`config.mk`:
```
export PLATFORM = sky130hd
export DESIGN_NAME = ist_scale
export DESIGN_NICKNAME = d
export VERILOG_FILES = /design/src/rtl/ist_pkg.sv /design/src/rtl/ist_scale.sv
export SDC_FILE = /design/constraint.sdc
export NUM_CORES = 1
export LEC_CHECK = 0
export BUFFER_PORTS_ARGS = -buffer_cell sky130_fd_sc_hd__buf_2
export CORE_MARGIN = 2
export CORE_UTILIZATION = 50
export DETAILED_ROUTE_END_ITERATION = 8
export PLACE_DENSITY = 0.73
export SYNTH_ARGS = -nofsm -noshare
export SYNTH_HDL_FRONTEND = slang
export SYNTH_SLANG_ARGS = --single-unit
```
`constraint.sdc`:
```
create_clock -name clk -period 8.25 [get_ports clk]
set_input_delay 1.65 -clock clk [delete_from_list [all_inputs] [get_ports clk]]
set_output_delay 1.65 -clock clk [all_outputs]
set_load 0.03 [all_outputs]
```
`src/rtl/ist_pkg.sv`:
```
// Shared types and constants for the interpolation search table.
// No dependencies; every other file in rtl/ imports this package.
package ist_pkg;

    localparam int DEF_TABLE_DEPTH = 1024;
    localparam int DEF_ID_WIDTH    = 32;

    // Fixed field widths
    localparam int COUNT_W    = 11;
    localparam int IDX_W      = 10;
    localparam int IN_ID_W    = 32;
    localparam int POS_W      = 10;
    localparam int APB_ADDR_W = 3;
    localparam int APB_DATA_W = 32;

    // Action codes
    localparam logic ACT_LOAD   = 1'b0;
    localparam logic ACT_SEARCH = 1'b1;

    // Register index, taken from paddr[2]
    localparam logic REG_ENTRY_COUNT = 1'b0;

    typedef enum logic [2:0] {
        S_IDLE,
        S_CHECK,
        S_RD_HI,
        S_TEST,
        S_SCALE,
        S_PROBE,
        S_DONE
    } ist_state_t;

    typedef enum logic [1:0] {
        SC_IDLE,
        SC_MUL,
        SC_DIV
    } ist_sc_state_t;

endpackage

```
`src/rtl/ist_scale.sv`:
```
// Bit-serial scaled quotient floor(d * span / den) for the probe offset.
// Shift-add multiply over the SPAN_W span bits, then restoring divide for SPAN_W
// quotient bits. Requires d <= den, den > 0, so the quotient fits in SPAN_W bits.
// Depends on ist_pkg.
module ist_scale import ist_pkg::*; #(
    parameter int ID_WIDTH = DEF_ID_WIDTH,
    parameter int SPAN_W   = 10
) (
    input  logic                clk,
    input  logic                rst_n,
    input  logic                start,
    input  logic [ID_WIDTH-1:0] d,
    input  logic [SPAN_W-1:0]   span,
    input  logic [ID_WIDTH-1:0] den,
    output logic                done,
    output logic [SPAN_W-1:0]   quot
);

    localparam int CNT_W = $clog2(SPAN_W + 1);
    localparam logic [CNT_W-1:0] LAST = CNT_W'(SPAN_W - 1);

    ist_sc_state_t state_reg, state_next;
    logic [CNT_W-1:0]    cnt_reg, cnt_next;
    logic                done_reg, done_next;
    logic [ID_WIDTH-1:0] hi_reg, hi_next;
    logic [SPAN_W-1:0]   lo_reg, lo_next;
    logic [ID_WIDTH-1:0] d_reg, d_next;
    logic [ID_WIDTH-1:0] den_reg, den_next;
    logic [SPAN_W-1:0]   span_reg, span_next;

    logic [ID_WIDTH:0]          mul_sum;
    logic [ID_WIDTH+SPAN_W:0]   mul_shift;
    logic [ID_WIDTH:0]          div_trial;
    logic                       div_bit;

    always_ff @(posedge clk or negedge rst_n)
    begin
        if (!rst_n)
        begin
            state_reg <= SC_IDLE;
            cnt_reg   <= '0;
            done_reg  <= 1'b0;
        end
        else
        begin
            state_reg <= state_next;
            cnt_reg   <= cnt_next;
            done_reg  <= done_next;
        end
    end

    always_ff @(posedge clk)
    begin
        hi_reg   <= hi_next;
        lo_reg   <= lo_next;
        d_reg    <= d_next;
        den_reg  <= den_next;
        span_reg <= span_next;
    end

    always_comb
    begin
        // multiply step: add d when the current multiplier bit is set, shift right
        mul_sum   = {1'b0, hi_reg} + (lo_reg[0] ? {1'b0, d_reg} : '0);
        mul_shift = {mul_sum, lo_reg} >> 1;
        // divide step: bring down the next product bit
        div_trial = {hi_reg, lo_reg[SPAN_W-1]};
        div_bit   = (div_trial >= {1'b0, den_reg});

        state_next = state_reg;
        cnt_next   = cnt_reg;
        done_next  = 1'b0;
        hi_next    = hi_reg;
        lo_next    = lo_reg;
        d_next     = d_reg;
        den_next   = den_reg;
        span_next  = span_reg;

        unique case (state_reg)
            SC_IDLE:
            begin
                if (start)
                begin
                    d_next     = d;
                    den_next   = den;
                    span_next  = span;
                    hi_next    = '0;
                    lo_next    = span;
                    cnt_next   = '0;
                    state_next = SC_MUL;
                end
            end
            SC_MUL:
            begin
                hi_next = mul_shift[ID_WIDTH+SPAN_W-1:SPAN_W];
                lo_next = mul_shift[SPAN_W-1:0];
                if (cnt_reg == LAST)
                begin
                    cnt_next   = '0;
                    state_next = SC_DIV;
                end
                else
                begin
                    cnt_next = cnt_reg + 1'b1;
                end
            end
            SC_DIV:
            begin
                hi_next = div_bit ? ID_WIDTH'(div_trial - {1'b0, den_reg})
                                  : div_trial[ID_WIDTH-1:0];
                lo_next = SPAN_W'({lo_reg, div_bit});
                if (cnt_reg == LAST)
                begin
                    cnt_next   = '0;
                    done_next  = 1'b1;
                    state_next = SC_IDLE;
                end
                else
                begin
                    cnt_next = cnt_reg + 1'b1;
                end
            end
            default:
            begin
                state_next = SC_IDLE;
            end
        endcase
    end

    assign done = done_reg;
    assign quot = lo_reg;

    a_quot_bound: assert property (@(posedge clk) disable iff (!rst_n)
        done_reg |-> lo_reg <= span_reg)
        else $error("scaled quotient exceeds span");

    a_start_idle: assert property (@(posedge clk) disable iff (!rst_n)
        start |-> state_reg == SC_IDLE)
        else $error("scale started while busy");

endmodule

```
==> metrics.yaml, run 1 <==
finish:
  final_net_count: 1057
  most-common-layout-cells: "106 x edfxtp_1, 87 x buf_2, 86 x a21oi_1, 70 x ha_1, 59 x nor2_1"
  antenna_cells: 0
  final_common_cell: "edfxtp_1"
  postLayoutCoreUtil_pct: 58.4
  drive_gt1_share_pct: 14.3
  syn_to_final_growth_pct: 14.6
  fill_cells: 1400
yosys:
  postSynthAreaPerCell_sq_um: 9.75
  ys_top_cells_by_area: "edfxtp_1 40%, ha_1 11%, a21oi_1 5.4%, and2_1 3.0%, nor2_1 2.8%"
  synthCells: 824
  ys_ff_latch: 113
  ys_warn_count: 0
  yosysTopAreaCellShare_pct: 39.6
  syn_area_sq_um: 8030
  synth_edf_count: 106
  ys_types: 64
  syn_nets: 973
  yosysTopAreaCell: "edfxtp_1"
  synth-seq-area-share_pct: 41.8
  synth_ff_type: "edfxtp_1"
  async_flop_share_pct: 6.19
outcome:
  status: "finished, final reports clean"
critical_path:
  crit_fanout: 34
  startpoint_type: "flop"
  crit_type: "reg -> reg"
  cp_slowest_cell: "edfxtp_1"
  crit_cells: 12
  path_cells: "and2_1, ha_1, fa_1, a211oi_1, nor2_1, a2111oi_2, o31ai_1, o211ai_1, a21oi_1, o221ai_1, mux2i_1, o211ai_2"
  critPathTopFamily: "compound AO/OA/AOI/OAI gates"
  critPathArrivalTime_ns: 4.28
  path_buf_inv: 0
  reg2reg_to: "hi_reg[29]"
  r2r_start: "quot[0]"
  crit_path_end_kind: "flop"
  cp.required_ns: 8.40
  worstRegToRegCells: 12
  max_stage_delay_ns: 0.77
  r2r_setup_slack_ns: 4.12
sta:
  fmax_mhz: 242
  setup_violations: 0
  hold_viol: 0
  period_share_pct: 50.0
  slew_violations: 0
  setup_tns_ns: 0
  slew_headroom_pct: 30.9
  grt_setup_unrepaired: "false"
  worstMarginPinSlew_ns: 1.03
  skew_ns: 0.0130
  finalCriticalPeriod_ns: 4.13
placed_design:
  gp_congestion: 0.884
  port_buffers: 87
  hpwlAfterDp_mm: 13.6
floorplan:
  io-pin-count: 88
  dieArea_sq_um: 17100
  die_h_microns: 131
  coreArea_sq_um: 15800
  num_rows: 46
  initial_core_util_pct: 50.9
  die_w_microns: 131
worst_hold_path:
  holdCritStartpoint: "cnt_reg[1]"
  min_path_type: "reg -> reg"
  hold_path_depth: 2
  whs_endpoint: "cnt_reg[1]"
routing:
  postRouteAntennaNets: 0
  wire_per_inst_microns: 16.8
  firstDrtPassIters: 5
  avgViaCountPerCell: 5.78
  dr_total_vias: 6569
  drc: 0
  drtIter0Drc: 546
  wl_mm: 19.1
global_route:
  gr-total-overflow: 0
  grt_pass1_wl_mm: 30.0
  grt_use_total_pct: 22.7
  grt_max_degree: 65
  grt_antenna_before_repair: 0
  grt_pass1_vias: 6009
clock_network:
  post_cts_buffers: 0
  clk_path_buf_depth: 2
  path_clk_slew_ns: 0.05
  cts_buffers: 17
  cts_max_level: 4
  cts_tree: "yes"
  post_cts_resized: 0
  insertion_delay_ns: 0.42
  ctsHoldBuffers: 0
  clock-sinks: 113
  root_buffer: "clkbuf_16"
power:
  total_leakage_power_uw: 0.00403
  powerDensity_nw_per_um2: 408
  ir_drop_mv: 0.329
run:
  maxCapViolCount: 0
==> how the worst max path moves through the flow <==
stage,endpoint,start
2_1_floorplan,hi_reg[0],start
3_3_place_gp,hi_reg[29],quot[0]
3_5_place_dp,hi_reg[29],quot[0]
4_1_cts,hi_reg[29],quot[0]
5_1_grt,hi_reg[29],quot[0]
6_report,hi_reg[29],quot[0]
==> cell type report <==
class | instances | area [sq um] | share of cell area (%)
Inverter | 56 | 210 | 2.28
Sequential cell | 113 | 3360 | 36.5
Clock buffer | 25 | 485 | 5.28
Clock inverter | 7 | 60.1 | 0.653
Tap cell | 216 | 270 | 2.94
Timing Repair Buffer | 91 | 465 | 5.06
Multi-Input combinational cell | 629 | 4350 | 47.3
==> cell usage after synthesis, drive strengths merged (6+ instances only) <==
library cell and n:
edfxtp 106, a21oi 86, ha 70, nor2 60, inv 56, nand2 49
o21ai 47, and2 39, xnor2 25, xor2 24, a21o 21, clkbuf 20
o22ai 20, nand3 18, mux2i 16, nor3 14, nand2b 10, a211oi 9
a22oi 9, o21bai 9, nand4 8, a31oi 7, dfrtp 7, o211ai 7
and3 6, buf 6, nor2b 6, o31ai 6
==> power by group <==
part | total (uW) | internal [uW] | switching (uW) | leakage, uW
clock | 687 | 434 | 253 | 0.000275
sequential | 1030 | 871 | 155 | 0.00115
combinational | 2040 | 799 | 1240 | 0.00261
==> worst reg2reg max path, stage by stage, from the launching register on <==
cell	delay, ns
edfxtp_1	0.77
and2_1	0.31
ha_1	0.22
fa_1	0.42
a211oi_1	0.22
nor2_1	0.14
a2111oi_2	0.40
o31ai_1	0.23
o211ai_1	0.29
a21oi_1	0.14
o221ai_1	0.30
mux2i_1	0.31
o211ai_2	0.12
==> layer usage <==
metal / up-vias / global-route usage, % / part of all wire, %
met2: 246 / 34.0 / 44
met3: 27 / 4.60 / 6.7
li1: 3247 / - / -
met4: 0 / 8.01 / 1.8
met5: - / 0 / 0
met1: 3049 / 32.7 / 47
==> through the flow <==
| stage | setup slack, ns | instance area [sq um] | total power, uW | std cells | hold WS (ns) |
|---|---|---|---|---|---|
| 3_5_place_dp | 4.17 | 8660 | 3030 | 1105 | 0.538 |
| 2_1_floorplan | 4.32 | 8030 | 2580 | 824 | 0.494 |
| 3_3_place_gp | 4.31 | 8660 | 3010 | 1105 | 0.519 |
| 5_1_grt | 3.83 | 9200 | 4020 | 1137 | 0.583 |
| 6_report | 4.12 | 9200 | 3760 | 1137 | 0.546 |
| 4_1_cts | 4.15 | 9200 | 3740 | 1137 | 0.550 |
==> logic make-up after synthesis <==
kind of cell,share of synthesized area [%]
simple gates,14.0
flops,41.8
xor+xnor,5.34
compound gates,21.2
fa+ha+maj,11.4
buf+inv,4.11
mux,2.13
No activity file was read; power rests on OpenSTA's default activity.
==> run 2: changes to the inputs <==
ABC_AREA = 1   (was unset)
PLACE_DENSITY = 0.72   (was 0.73)
clock period = 4 ns   (was 8.25 ns; I/O delays follow)
==> metrics.yaml, run 2 <==
outcome:
  status: "finished, final reports clean"
power:
  total_leakage_power_uw: 0.00571  # +42%
  ir_drop_mv: 0.685  # +110%
  fin_total_pwr_uw: 8940  # +140%
  powerDensity_nw_per_um2: 816  # +100%
routing:
  avgViaCountPerCell: 5.16  # -11%
  wl_mm: 26.6  # +40%
  postRouteAntennaNets: 0  # unchanged
  drc: 0  # unchanged
  wl_met2_mm: 11.6  # +38%
  dr_total_vias: 9183  # +40%
  wire_per_inst_microns: 14.9  # -11%
  firstDrtPassIters: 6  # +1
  wl_met3_mm: 1.62  # +27%
  highest_layer: "met4"
  drt-met1-wl_mm: 12.5  # +38%
  drtIter0Drc: 895  # +64%
yosys:
  postSynthAreaPerCell_sq_um: 6.88  # -29%
  ys_ff_latch: 113  # unchanged
  synth-seq-area-share_pct: 34.5  # -7.3 points
  ys_types: 40  # -38%
  syn_area_sq_um: 9740  # +21%
  yosysMostFrequentCell: "nand2_1"
  synth_top_cells_by_count: "474 x nand2_1, 256 x inv_1, 118 x a21oi_1, 106 x edfxtp_1, 101 x nand3_1"
  ys_warn_count: 0  # unchanged
  yosysTopAreaCell: "edfxtp_1"
  synth_ff_type: "edfxtp_1"
  yosysTopAreaCellShare_pct: 32.7  # -6.9 points
  syn_nets: 1565  # +61%
  synthCells: 1416  # +72%
  async_flop_share_pct: 6.19  # unchanged
  synth_edf_count: 106  # unchanged
  ys_top_cells_by_area: "edfxtp_1 33%, nand2_1 18%, inv_1 9.9%, ha_1 9.0%, a21oi_1 6.1%"
floorplan:
  initial_core_util_pct: 50.5  # -0.39 points
  coreArea_sq_um: 19300  # +22%
  dieArea_sq_um: 20600  # +21%
  io-pin-count: 88  # unchanged
  num_rows: 51  # +11%
  die_h_microns: 144  # +9.8%
  die_w_microns: 144  # +9.8%
clock_network:
  cts_buffers: 17  # unchanged
  insertion_delay_ns: 0.43  # about the same
  cts_max_level: 4  # unchanged
  path_clk_slew_ns: 0.06  # about the same
  clk_path_buf_depth: 2  # unchanged
  cts_tree: "yes"
  ctsHoldBuffers: 0  # unchanged
  clock-sinks: 113  # unchanged
  post_cts_buffers: 0  # unchanged
  root_buffer: "clkbuf_16"
  post_cts_resized: 0  # unchanged
global_route:
  gr-total-overflow: 0  # unchanged
  grt_pass1_wl_mm: 42.1  # +40%
  grt_antenna_before_repair: 0  # unchanged
  grt_pass1_vias: 8436  # +40%
  grt_use_total_pct: 26.7  # +4.1 points
  grt_max_degree: 65  # unchanged
critical_path:
  cp_slowest_cell: "edfxtp_1"
  crit_path_end_kind: "flop"
  path_buf_inv: 2  # +2
  crit_type: "reg -> reg"
  r2r_setup_slack_ns: 1.03  # -3.10 ns
  critPathTopFamily: "flip-flops"
  max_stage_delay_ns: 0.77  # about the same
  critPathArrivalTime_ns: 3.13  # -1.15 ns
  crit_fanout: 18  # -47%
  startpoint_type: "flop"
  cp.required_ns: 4.15  # -4.25 ns
  path_cells: "buf_4, nand2_1, inv_1, ha_1, a21oi_1, o21ai_0, nand2_1, nand2_1, a21oi_1, nand3_1, nand3_1, a21oi_1"
finish:
  final_common_cell: "nand2_1"
  fill_cells: 1957  # +40%
  antenna_cells: 0  # unchanged
  syn_to_final_growth_pct: 12.5
  drive_gt1_share_pct: 10.7  # -3.6 points
  final_net_count: 1652  # +56%
  most-common-layout-cells: "474 x nand2_1, 255 x inv_1, 118 x a21oi_1, 106 x edfxtp_1, 101 x nand3_1"
placed_design:
  port_buffers: 87  # unchanged
  gp_congestion: 0.972  # +9.9%
  hpwlAfterDp_mm: 21.3  # +57%
  pre_cts_ws_ns: 1.09  # -3.08 ns
sta:
  fmax_mhz: 336  # +39%
  hold_viol: 0  # unchanged
  slew_headroom_pct: 44.6  # +14 points
  period_share_pct: 74.3  # +24 points
  skew_ns: 0.0144  # +0.00143 ns
  setup_tns_ns: 0  # unchanged
  grt_setup_unrepaired: "false"
  finalCriticalPeriod_ns: 2.97  # -1.15 ns
  setup_slack_ns: 1.03  # -3.10 ns
  setup_violations: 0  # unchanged
  worstMarginPinSlew_ns: 0.831  # -0.203 ns
  slew_violations: 0  # unchanged
worst_hold_path:
  min_path_type: "in -> async"
run:
  maxCapViolCount: 0  # unchanged
[run 2: cell type report]
cell class	instances	area (sq um)	area share, %
inverters	261	980	8.94
clock inverters	13	130	1.19
multi-input cells	1017	5230	47.8
well taps	265	332	3.03
clock buffers	19	443	4.04
flip-flops and latches	113	3360	30.7
repair buffers	93	480	4.39
[run 2: layer usage]
layer / track usage, % / vias up
met3: 4.47 / 51
met4: 10.9 / 0
met2: 41.8 / 316
met5: 0 / -
met1: 36.9 / 4121
li1: - / 4695
[run 2: logic make-up after synthesis]
kind of cell,count (synthesis),synth area share (%)
XOR/XNOR,17,1.53
AO/OA/AOI/OAI,168,8.90
AND/OR/NAND/NOR,760,33.8
flip-flops,113,34.5
adder cells (fa/ha/maj),72,9.40
buffers and inverters,286,11.9
[run 2: where the power goes]
group | leakage (uW) | switching [uW] | internal [uW]
Clock | 0.000274 | 606 | 881
Combinational | 0.00429 | 3570 | 1720
Sequential | 0.00114 | 335 | 1830
Total | 0.00571 | 4510 | 4430
[run 2: path summary, 6_finish.rpt]
| path | start | endpoint | cells past startpoint |
|---|---|---|---|
| max | quot[0] | hi_reg[28] | 12 |
| min | rst_n | cnt_reg[0] | 1 |
| max reg2reg | quot[0] | hi_reg[28] | 12 |
| min reg2reg | cnt_reg[3] | cnt_reg[3] | 2 |
| max in group asynchronous | rst_n | done | 1 |
| min in group clk | d[4] | d_reg[4] | 1 |
[run 2: per-stage QoR]
step	instances	util [%]	cell area (sq um)	hold slack [ns]
after detailed placement	1749	53.9	10400	0.528
final	1781	56.8	11000	0.195
after global placement	1749	53.9	10400	0.523
after floorplan	1416	-	9740	0.493
after global routing	1781	56.8	11000	0.194
after CTS	1781	56.8	11000	0.187
==> run 3: changes to the inputs <==
clock period = 3.1 ns   (was 4 ns; I/O delays follow)
==> metrics.yaml, run 3 (same netlist as run 2, synthesis figures left out) <==
critical_path:
  crit_path_end_kind: "flop"
  critPathArrivalTime_ns: 2.99  # -0.14 ns
  cp_slowest_cell: "edfxtp_1"
  crit_fanout: 19  # +1
  max_stage_delay_ns: 0.63  # -0.14 ns
  crit_top_cell: "nand2_1"
  path_cells: "buf_4, nand2_1, inv_1, ha_1, nand2_1, nor2_1, nand2_1, nor2_1, nand2_1, nand2_1, nand2_1, nand3_1, a21oi_1"
  startpoint_type: "flop"
  cp.required_ns: 3.28  # -0.87 ns
  crit_type: "reg -> reg"
finish:
  final_net_count: 1656  # +0.24%
  antenna_cells: 0  # unchanged
  final_common_cell: "nand2_1"
  syn_to_final_growth_pct: 13.1
  drive_gt1_share_pct: 11.1  # +0.37 points
  most-common-layout-cells: "474 x nand2_1, 255 x inv_1, 118 x a21oi_1, 106 x edfxtp_1, 101 x nand3_1"
clock_network:
  path_clk_slew_ns: 0.06  # about the same
  insertion_delay_ns: 0.44  # about the same
  clk_path_buf_depth: 2  # unchanged
  post_cts_buffers: 0  # unchanged
  cts_tree: "yes"
  cts_max_level: 4  # unchanged
  root_buffer: "clkbuf_16"
  cts_buffers: 17  # unchanged
  post_cts_resized: 0  # unchanged
  clock-sinks: 113  # unchanged
  ctsHoldBuffers: 0  # unchanged
global_route:
  grt_antenna_before_repair: 0  # unchanged
  gr-usage-met3_pct: 5.63  # +1.2 points
  grt_pass1_wl_mm: 41.8  # -0.62%
  grt_pass1_vias: 8455  # +0.23%
  grt_busiest_layer: "met2"
  gr-total-overflow: 0  # unchanged
  use_met1_pct: 35.7  # -1.2 points
  grtUsageMet2_pct: 42.3  # +0.50 points
  grt_max_degree: 43  # -34%
  grt_use_total_pct: 26.6  # -0.18 points
power:
  ir_drop_mv: 0.777  # +13%
  powerDensity_nw_per_um2: 1060  # +29%
  total_leakage_power_uw: 0.00575  # +0.74%
sta:
  setup_slack_ns: 0.292  # -0.736 ns
  setup_tns_ns: 0  # unchanged
  period_share_pct: 90.6  # +16 points
  fmax_mhz: 356  # +5.8%
  finalCriticalPeriod_ns: 2.81  # -0.164 ns
  slew_violations: 0  # unchanged
  slew_headroom_pct: 53.5  # +8.9 points
  setup_violations: 0  # unchanged
  grt_setup_unrepaired: "false"
  hold_viol: 0  # unchanged
  worstMarginPinSlew_ns: 0.696  # -0.135 ns
  skew_ns: 0.0131  # -0.00126 ns
routing:
  postRouteAntennaNets: 0  # unchanged
  avgViaCountPerCell: 5.15  # about the same
  wire_per_inst_microns: 14.9  # -0.54%
  drc: 0  # unchanged
  firstDrtPassIters: 6  # unchanged
  drtIter0Drc: 812  # -9.3%
  wl_mm: 26.5  # -0.32%
  dr_total_vias: 9200  # +0.19%
floorplan:
  die_h_microns: 144  # unchanged
  die_w_microns: 144  # unchanged
  coreArea_sq_um: 19300  # unchanged
  initial_core_util_pct: 50.5  # unchanged
  dieArea_sq_um: 20600  # unchanged
  io-pin-count: 88  # unchanged
  num_rows: 51  # unchanged
placed_design:
  hpwlAfterDp_mm: 21.4  # +0.26%
  gp_congestion: 0.965  # -0.67%
  pre_cts_ws_ns: 0.354  # -0.734 ns
  port_buffers: 87  # unchanged
outcome:
  status: "finished, final reports clean"
worst_hold_path:
  min_path_type: "in -> async"
run:
  maxCapViolCount: 0  # unchanged
[run 3: critical path, delay by kind of cell (launching register included)]
family	cells	cell delay [ns]
compound gates	1	0.07
fa+ha+maj	1	0.39
simple gates	9	1.07
flops	1	0.63
buf+inv	2	0.38
[run 3: through the flow]
| stage | area, sq um | hold slack (ns) | util, % | std cells | total power (uW) |
|---|---|---|---|---|---|
| detailed placement | 10400 | 0.465 | 54.1 | 1753 | 9570 |
| global route | 11000 | 0.0130 | 57.1 | 1785 | 12700 |
| floorplan | 9740 | 0.324 | - | 1416 | 7870 |
| global placement | 10400 | 0.464 | 54.1 | 1753 | 9500 |
| CTS | 11000 | 0.00249 | 57.1 | 1785 | 11600 |
| finish | 11000 | 0.0116 | 57.1 | 1785 | 11600 |
[run 3: layer usage]
| layer | vias to the layer above | routed length (microns) |
|---|---|---|
| li1 | 4710 | - |
| met1 | 4091 | 12100 |
| met2 | 334 | 11700 |
| met5 | - | 0 |
| met3 | 65 | 1860 |
| met4 | 0 | 858 |
[run 3: cell type report]
type / instances / area, sq um
clock buffer: 19 / 475
clock inverter: 13 / 113
fill: 1869 / 8260
inverter: 261 / 980
multi-input combinational: 1017 / 5230
sequential: 113 / 3360
tap: 265 / 332
timing repair buffer: 97 / 523
[run 3: final timing paths]
| path | slack, ns | start | to | depth (start not counted) |
|---|---|---|---|---|
| max in group asynchronous | 2.93 | rst_n | state_reg[1] | 1 |
| setup / recovery | 0.29 | quot[0] | hi_reg[27] | 13 |
| min in group clk | 0.35 | d[29] | d_reg[29] | 1 |
| hold reg to reg | 0.53 | cnt_reg[3] | cnt_reg[3] | 2 |
| setup reg to reg | 0.29 | quot[0] | hi_reg[27] | 13 |
| hold / removal | 0.01 | rst_n | done | 1 |
[run 3: power breakdown]
part           internal [uW]  switching [uW]  total (uW)
combinational           2260            4590        6850
clock                   1140             819        1960
sequential              2360             463        2830
